### config.mk
export PLATFORM = sky130hd
export DESIGN_NAME = rv32_ctrl
export DESIGN_NICKNAME = d
export VERILOG_FILES = /design/src/design/rv32_pkg.sv /design/src/design/rv32_ctrl.sv
export SDC_FILE = /design/constraint.sdc
export NUM_CORES = 1
export LEC_CHECK = 0
export BUFFER_PORTS_ARGS = -buffer_cell sky130_fd_sc_hd__buf_2
export CORE_AREA = 5 5 42 44
export DETAILED_ROUTE_END_ITERATION = 10
export DIE_AREA = 0 0 47 49
export PLACE_DENSITY = 0.42
export SYNTH_ARGS = -nofsm -noshare
export SYNTH_HDL_FRONTEND = slang
export SYNTH_SLANG_ARGS = --single-unit
### constraint.sdc
create_clock -name clk -period 1.3 [get_ports clk]
set_input_delay 0.13 -clock clk [delete_from_list [all_inputs] [get_ports clk]]
set_output_delay 0.13 -clock clk [all_outputs]
set_load 0.02 [all_outputs]
### src/design/rv32_pkg.sv
// ----------------------------------------------------------------------------
// rv32_pkg: shared types and constants of the RV32IM subset execute core
// Controller states, the command/status structs between controller and
// datapath, and the instruction encodings of the supported subset.
// ----------------------------------------------------------------------------
package rv32_pkg;

	// Controller states
	typedef enum logic [2:0] {
		ST_IDLE,
		ST_READ,
		ST_EXEC,
		ST_MEM,
		ST_DIV,
		ST_DONE
	} state_t;

	// Controller to datapath commands
	typedef struct packed {
		logic take_item;
		logic rf_read;
		logic exec;
		logic mem_step;
		logic div_step;
		logic commit;
	} ctrl_cmd_t;

	// Datapath to controller status
	typedef struct packed {
		logic go_mem;
		logic go_div;
		logic mem_last;
		logic div_last;
		logic out_busy;
	} dp_stat_t;

	// Result status codes
	localparam logic [2:0] STAT_OK      = 3'd0;
	localparam logic [2:0] STAT_EBREAK  = 3'd1;
	localparam logic [2:0] STAT_INVALID = 3'd2;
	localparam logic [2:0] STAT_FAULT   = 3'd3;
	localparam logic [2:0] STAT_HALTED  = 3'd4;

	// Item commands
	localparam logic CMD_EXEC  = 1'b0;
	localparam logic CMD_WRITE = 1'b1;

	// Configuration register indexes
	localparam int unsigned CFG_IDX_W = 1;
	localparam logic [CFG_IDX_W-1:0] CFG_START_ADDRESS = 1'd0;
	localparam logic [CFG_IDX_W-1:0] CFG_DATA_BASE     = 1'd1;
	localparam logic [31:0] START_RESET = 32'h8000_0000;
	localparam logic [31:0] BASE_RESET  = 32'h8000_0000;

	// Opcodes
	localparam logic [6:0] OP_LUI    = 7'h37;
	localparam logic [6:0] OP_AUIPC  = 7'h17;
	localparam logic [6:0] OP_JAL    = 7'h6F;
	localparam logic [6:0] OP_JALR   = 7'h67;
	localparam logic [6:0] OP_BRANCH = 7'h63;
	localparam logic [6:0] OP_LOAD   = 7'h03;
	localparam logic [6:0] OP_STORE  = 7'h23;
	localparam logic [6:0] OP_IMM    = 7'h13;
	localparam logic [6:0] OP_REG    = 7'h33;
	localparam logic [6:0] OP_SYSTEM = 7'h73;

	localparam logic [31:0] EBREAK_WORD = 32'h0010_0073;

	// funct3 codes
	localparam logic [2:0] F3_BEQ = 3'd0;
	localparam logic [2:0] F3_BNE = 3'd1;
	localparam logic [2:0] F3_BLT = 3'd4;
	localparam logic [2:0] F3_BGE = 3'd5;
	localparam logic [2:0] F3_B   = 3'd0;
	localparam logic [2:0] F3_H   = 3'd1;
	localparam logic [2:0] F3_W   = 3'd2;
	localparam logic [2:0] F3_BU  = 3'd4;
	localparam logic [2:0] F3_HU  = 3'd5;
	localparam logic [2:0] F3_ADD = 3'd0;
	localparam logic [2:0] F3_SLL = 3'd1;
	localparam logic [2:0] F3_SLT = 3'd2;
	localparam logic [2:0] F3_SLTU = 3'd3;
	localparam logic [2:0] F3_XOR = 3'd4;
	localparam logic [2:0] F3_SR  = 3'd5;
	localparam logic [2:0] F3_OR  = 3'd6;
	localparam logic [2:0] F3_AND = 3'd7;
	localparam logic [2:0] F3_MUL = 3'd0;
	localparam logic [2:0] F3_DIV = 3'd4;
	localparam logic [2:0] F3_REM = 3'd6;

	// funct7 codes
	localparam logic [6:0] F7_BASE   = 7'h00;
	localparam logic [6:0] F7_ALT    = 7'h20;
	localparam logic [6:0] F7_MULDIV = 7'h01;

	localparam logic [4:0] REG_A0 = 5'd10;

endpackage

### src/design/rv32_ctrl.sv
// ----------------------------------------------------------------------------
// rv32_ctrl: sequencing controller of the execute core
// Steps one item through register read, execute, memory or divide
// iterations and commit.
// ----------------------------------------------------------------------------
module rv32_ctrl (
	input  logic                 clk,
	input  logic                 arst_n,
	input  logic                 in_valid,
	output logic                 in_ready,
	input  rv32_pkg::dp_stat_t   stat,
	output rv32_pkg::ctrl_cmd_t  cmd
);

	rv32_pkg::state_t state_q, state_nx;

	// State register
	always_ff @(posedge clk or negedge arst_n) begin
		if (!arst_n) begin
			state_q <= rv32_pkg::ST_IDLE;
		end else begin
			state_q <= state_nx;
		end
	end

	// Next state
	always_comb begin
		state_nx = state_q;
		unique case (state_q)
			rv32_pkg::ST_IDLE: begin
				if (in_valid) state_nx = rv32_pkg::ST_READ;
			end
			rv32_pkg::ST_READ: state_nx = rv32_pkg::ST_EXEC;
			rv32_pkg::ST_EXEC: begin
				if (stat.go_mem)      state_nx = rv32_pkg::ST_MEM;
				else if (stat.go_div) state_nx = rv32_pkg::ST_DIV;
				else                  state_nx = rv32_pkg::ST_DONE;
			end
			rv32_pkg::ST_MEM: begin
				if (stat.mem_last) state_nx = rv32_pkg::ST_DONE;
			end
			rv32_pkg::ST_DIV: begin
				if (stat.div_last) state_nx = rv32_pkg::ST_DONE;
			end
			rv32_pkg::ST_DONE: begin
				if (!stat.out_busy) state_nx = rv32_pkg::ST_IDLE;
			end
			default: state_nx = rv32_pkg::ST_IDLE;
		endcase
	end

	// Outputs
	always_comb begin
		cmd = '0;
		in_ready = 1'b0;
		unique case (state_q)
			rv32_pkg::ST_IDLE: begin
				in_ready      = 1'b1;
				cmd.take_item = in_valid;
			end
			rv32_pkg::ST_READ: cmd.rf_read  = 1'b1;
			rv32_pkg::ST_EXEC: cmd.exec     = 1'b1;
			rv32_pkg::ST_MEM:  cmd.mem_step = 1'b1;
			rv32_pkg::ST_DIV:  cmd.div_step = 1'b1;
			rv32_pkg::ST_DONE: cmd.commit   = !stat.out_busy;
			default: cmd = '0;
		endcase
	end

endmodule

==> results.txt <==
The share of final-layout standard cells stronger than drive strength 1 came out at 0.755. The number of port buffers came out at 14. The worst clock skew is 0.00243 ns. The relative slew slack is 0.846.

The highest ir drop seen on vdd is 0.000919 V. Yosys attributes the largest share of cell area to dfrtp_1 30%, buf_6 9.0%, nor3b_1 6.0%. The area share of the leading cell type in the synthesized netlist is 0.300. 0 antenna diodes ended up in the layout.

The combined area of all synthesized cells is 250 sq um. After detailed routing, the average wire length per cell comes to 11.6 um. Wires add up to 800 um.

CTS built an H-tree with a depth of 1. The setup-violating endpoint count in the final report came out at 2. Summing over every cut layer, the via total after detailed routing is 302. The number of hold violations in the final report came to 0. The number of synthesis warnings is 0.

The class of the tightest hold or removal check is in2reg. The filler cell count is 159. The shortest clock period the worst path allows after layout came out at 1.32 ns. STA classifies the critical path endpoint as a primary output. The highest cell delay on the worst timing path is around 0.43 ns.

Based on the critical path, the design can be clocked at up to about 0.76 GHz. The signal on the critical path passes through buf_6, nand2b_4, nor2b_1, buf_4. The data arrival time of the critical path came out at ~1.2 ns. In the final layout, the registers with the most flip-flops are state_q (3). The number of vias per cell after detailed routing came out at between 4 and 5. TritonCTS built the clock tree. In this run the vertical extent of the chip is 49 um. After clock tree synthesis, the clock-pin slew on the worst setup and hold paths is about 0.04 ns. At the pin with the least slew margin, the transition time is around 0.23 ns. The floorplan step set the die width to between 40 and 50 um. For the final routed database, the setup TNS stands at -0.0310 ns. The number of clock buffers inserted by TritonCTS came out at 3. The final instance count without filler cells came out at 69. The area of the placeable core came out at approximately 1400 sq um. Clock tree synthesis selected as its root buffer the cell clkbuf_4. The run finished, with violations left.

The synthesized area divided by synthesized cell count is between 8 and 9 sq um. The number of nets produced by synthesis is 36. The power density relative to cell area came out at between 2000 and 2500 nW/um^2.

The final design utilization came out at 0.366. The internal power is 753 uW. The share of total power dissipated in combinational logic is 0.691. The final clock period utilization by the worst path is 1.02. The synthesized design contains 0 enable-type register cells. The number of distinct library cells after synthesis came out at 21. The dominant register cell in the synthesized netlist is dfrtp_1. For this configuration, the core starts out at a cell density of 0.179. The power share of the sequential group is 0.180. The die covers between 2000 and 2500 sq um. More flip-flops sit in one register than any other, and that register is state_q. Of all cell types, the one taking the most synthesized area is dfrtp_1.

The starting DRC count in detailed routing is 2. The via count of the first global-routing pass came out at 300. Hold is met by about 0.11 ns. The worst path required time came out at approximately 1.2 ns. For this design, the slowest cell found on the critical path is dfrtp_2.

The initial antenna violation count came out at 0. The HPWL reported at the end of detailed placement is 491 um. The number of cells after detailed placement came out at 57.

The max-capacitance violation count came out at 0. The number of flip-flops in the largest register came out at 3. Setup repair after global routing could not meet its margin everywhere. The post-layout net count is 62. The gate count of the mapped netlist is 28. The checks that failed: setup timing. At the end of routability-driven placement, the weighted congestion stood at about 0.64. The first global-routing pass estimated about 1400 um of wire. The remaining antenna violation count after routing came out at 0. The count of buffer and inverter cells on the critical path came out at 2. The reported leakage power came out at approximately 0.24 nW. STA classifies the critical path startpoint as a flip-flop.

The clock network fraction of design power is 0.128. On the critical path the largest part of the delay comes from flip-flops. For this run, design rule violations remaining after detail routing come to 0. Summed over all layers, the global routing overflow is 0. The count of pins on the block boundary is 15. The sequential-to-total area share from yosys stat is 0.300. The peak fanout along the critical path is 6. The count of TritonRoute iterations in the first routing pass came out at 4. Entering global routing, the biggest net connects 11 pins. The maximum count of clock buffers along a single path is 2. The share of flip-flops with an asynchronous set or reset after synthesis came out at 1.00. The switching component of the power came out at about 530 uW. The minimum setup slack in the final design came out at -0.0214 ns.

Of the total power, the share spent switching nets is 0.413. The number of flip-flops and latches in the synthesized netlist is 3. The clock network latency to the later pin of the worst-skew pair came out at 0.23 ns. Counting instances in the post-synthesis netlist gives the leading cell types as 3 x dfrtp_1, 3 x nor2_1, 2 x buf_6, 2 x nor2b_1, 2 x nor3b_1. The layout overhead on the synthesized area is 105%. The aggregate global-route resource usage is 0.0862. The clock sink total came out at 3.

The count of standard-cell rows came out at 14. The setup path with the least slack is of type reg2out. The number of slew-limit violations in the final report came out at 0.
[final cells by class]
cell class / count / area (sq um) / share of cell area
tap: 16 / 20.0 / 0.0390
clock buffer: 4 / 26.3 / 0.0512
timing repair buffer: 24 / 183 / 0.356
multi-input combinational: 22 / 205 / 0.400
sequential: 3 / 78.8 / 0.154
[worst paths after layout]
check	start	slack [ns]	cells after the start	to
min in group asynchronous	arst_n	0.22	2	state_q[1]
hold reg to reg	state_q[1]	0.65	2	state_q[1]
setup / recovery	state_q[1]	-0.02	4	cmd[0]
setup reg to reg	state_q[1]	0.02	4	state_q[0]
hold / removal	stat[2]	0.11	2	state_q[1]
max in group asynchronous	arst_n	0.96	2	state_q[0]
[stage by stage]
step	power, mW	instance area (sq um)	worst slack, ns
2_1_floorplan	0.598	255	0.000674
3_3_place_gp	0.714	333	0.0439
3_5_place_dp	0.711	333	0.0427
4_1_cts	1.18	477	-0.0282
5_1_grt	1.39	513	-0.103
6_report	1.28	513	-0.0214
[cells in the final DEF (no fill, tap or decap)]
| cell type | count |
|---|---|
| nor2_1 | 2 |
| a311oi_1 | 1 |
| o22ai_1 | 1 |
| clkbuf_2 | 1 |
| nor3_4 | 2 |
| and2_4 | 1 |
| a21oi_1 | 1 |
| and2_0 | 1 |
| and4b_2 | 1 |
| nor2_2 | 1 |
| nor3b_2 | 2 |
| buf_2 | 8 |
| a2111oi_4 | 1 |
| nand2b_4 | 1 |
| clkbuf_4 | 3 |
| buf_6 | 6 |
| nand2b_2 | 1 |
| clkbuf_1 | 1 |
| dlygate4sd3_1 | 1 |
| nor2b_1 | 2 |
| dfrtp_2 | 3 |
| buf_4 | 8 |
| or3_1 | 1 |
| o21ai_0 | 1 |
| and3b_2 | 1 |
| nand2_1 | 1 |
[power by group through the flow]
stage	clock network [mW]	logic [mW]	registers [mW]
6_report	0.164	0.886	0.231
5_1_grt	0.191	0.957	0.241
4_1_cts	0.172	0.765	0.242
3_5_place_dp	0	0.469	0.242
3_3_place_gp	0	0.473	0.241
2_1_floorplan	0	0.437	0.160
[layer usage]
layer | vias up | part of all wire | track usage
li1 | 152 | - | -
met1 | 136 | 0.39 | 0.102
met2 | 14 | 0.52 | 0.109
met3 | 0 | 0.090 | 0.0369
met4 | 0 | 0 | 0.0829
met5 | - | 0 | 0
[cell families (layout without fill, tap and decap cells)]
group,after synthesis,in the layout,share of synthesized area
buffers and inverters,3,28,0.110
DFF,3,3,0.300
and+or+nand+nor,17,17,0.450
AOI/OAI and AO/OA,5,5,0.140
[worst reg2reg max path: stages, from the launching register on]
cell and delay [ns]:
dfrtp_2 0.43, buf_6 0.14, nor3_4 0.18, a2111oi_4 0.07, or3_1 0.34
[what timing repair did]
action | CTS | global route
endpoints found under the setup margin | 6 | 7
pin swaps | 2 | 5
hold endpoints to repair | 3 | 0
hold buffers | 1 | 0
buffers inserted | 5 | 2
resized for setup | 19 | 5
Power figures use the tool's default switching activity.
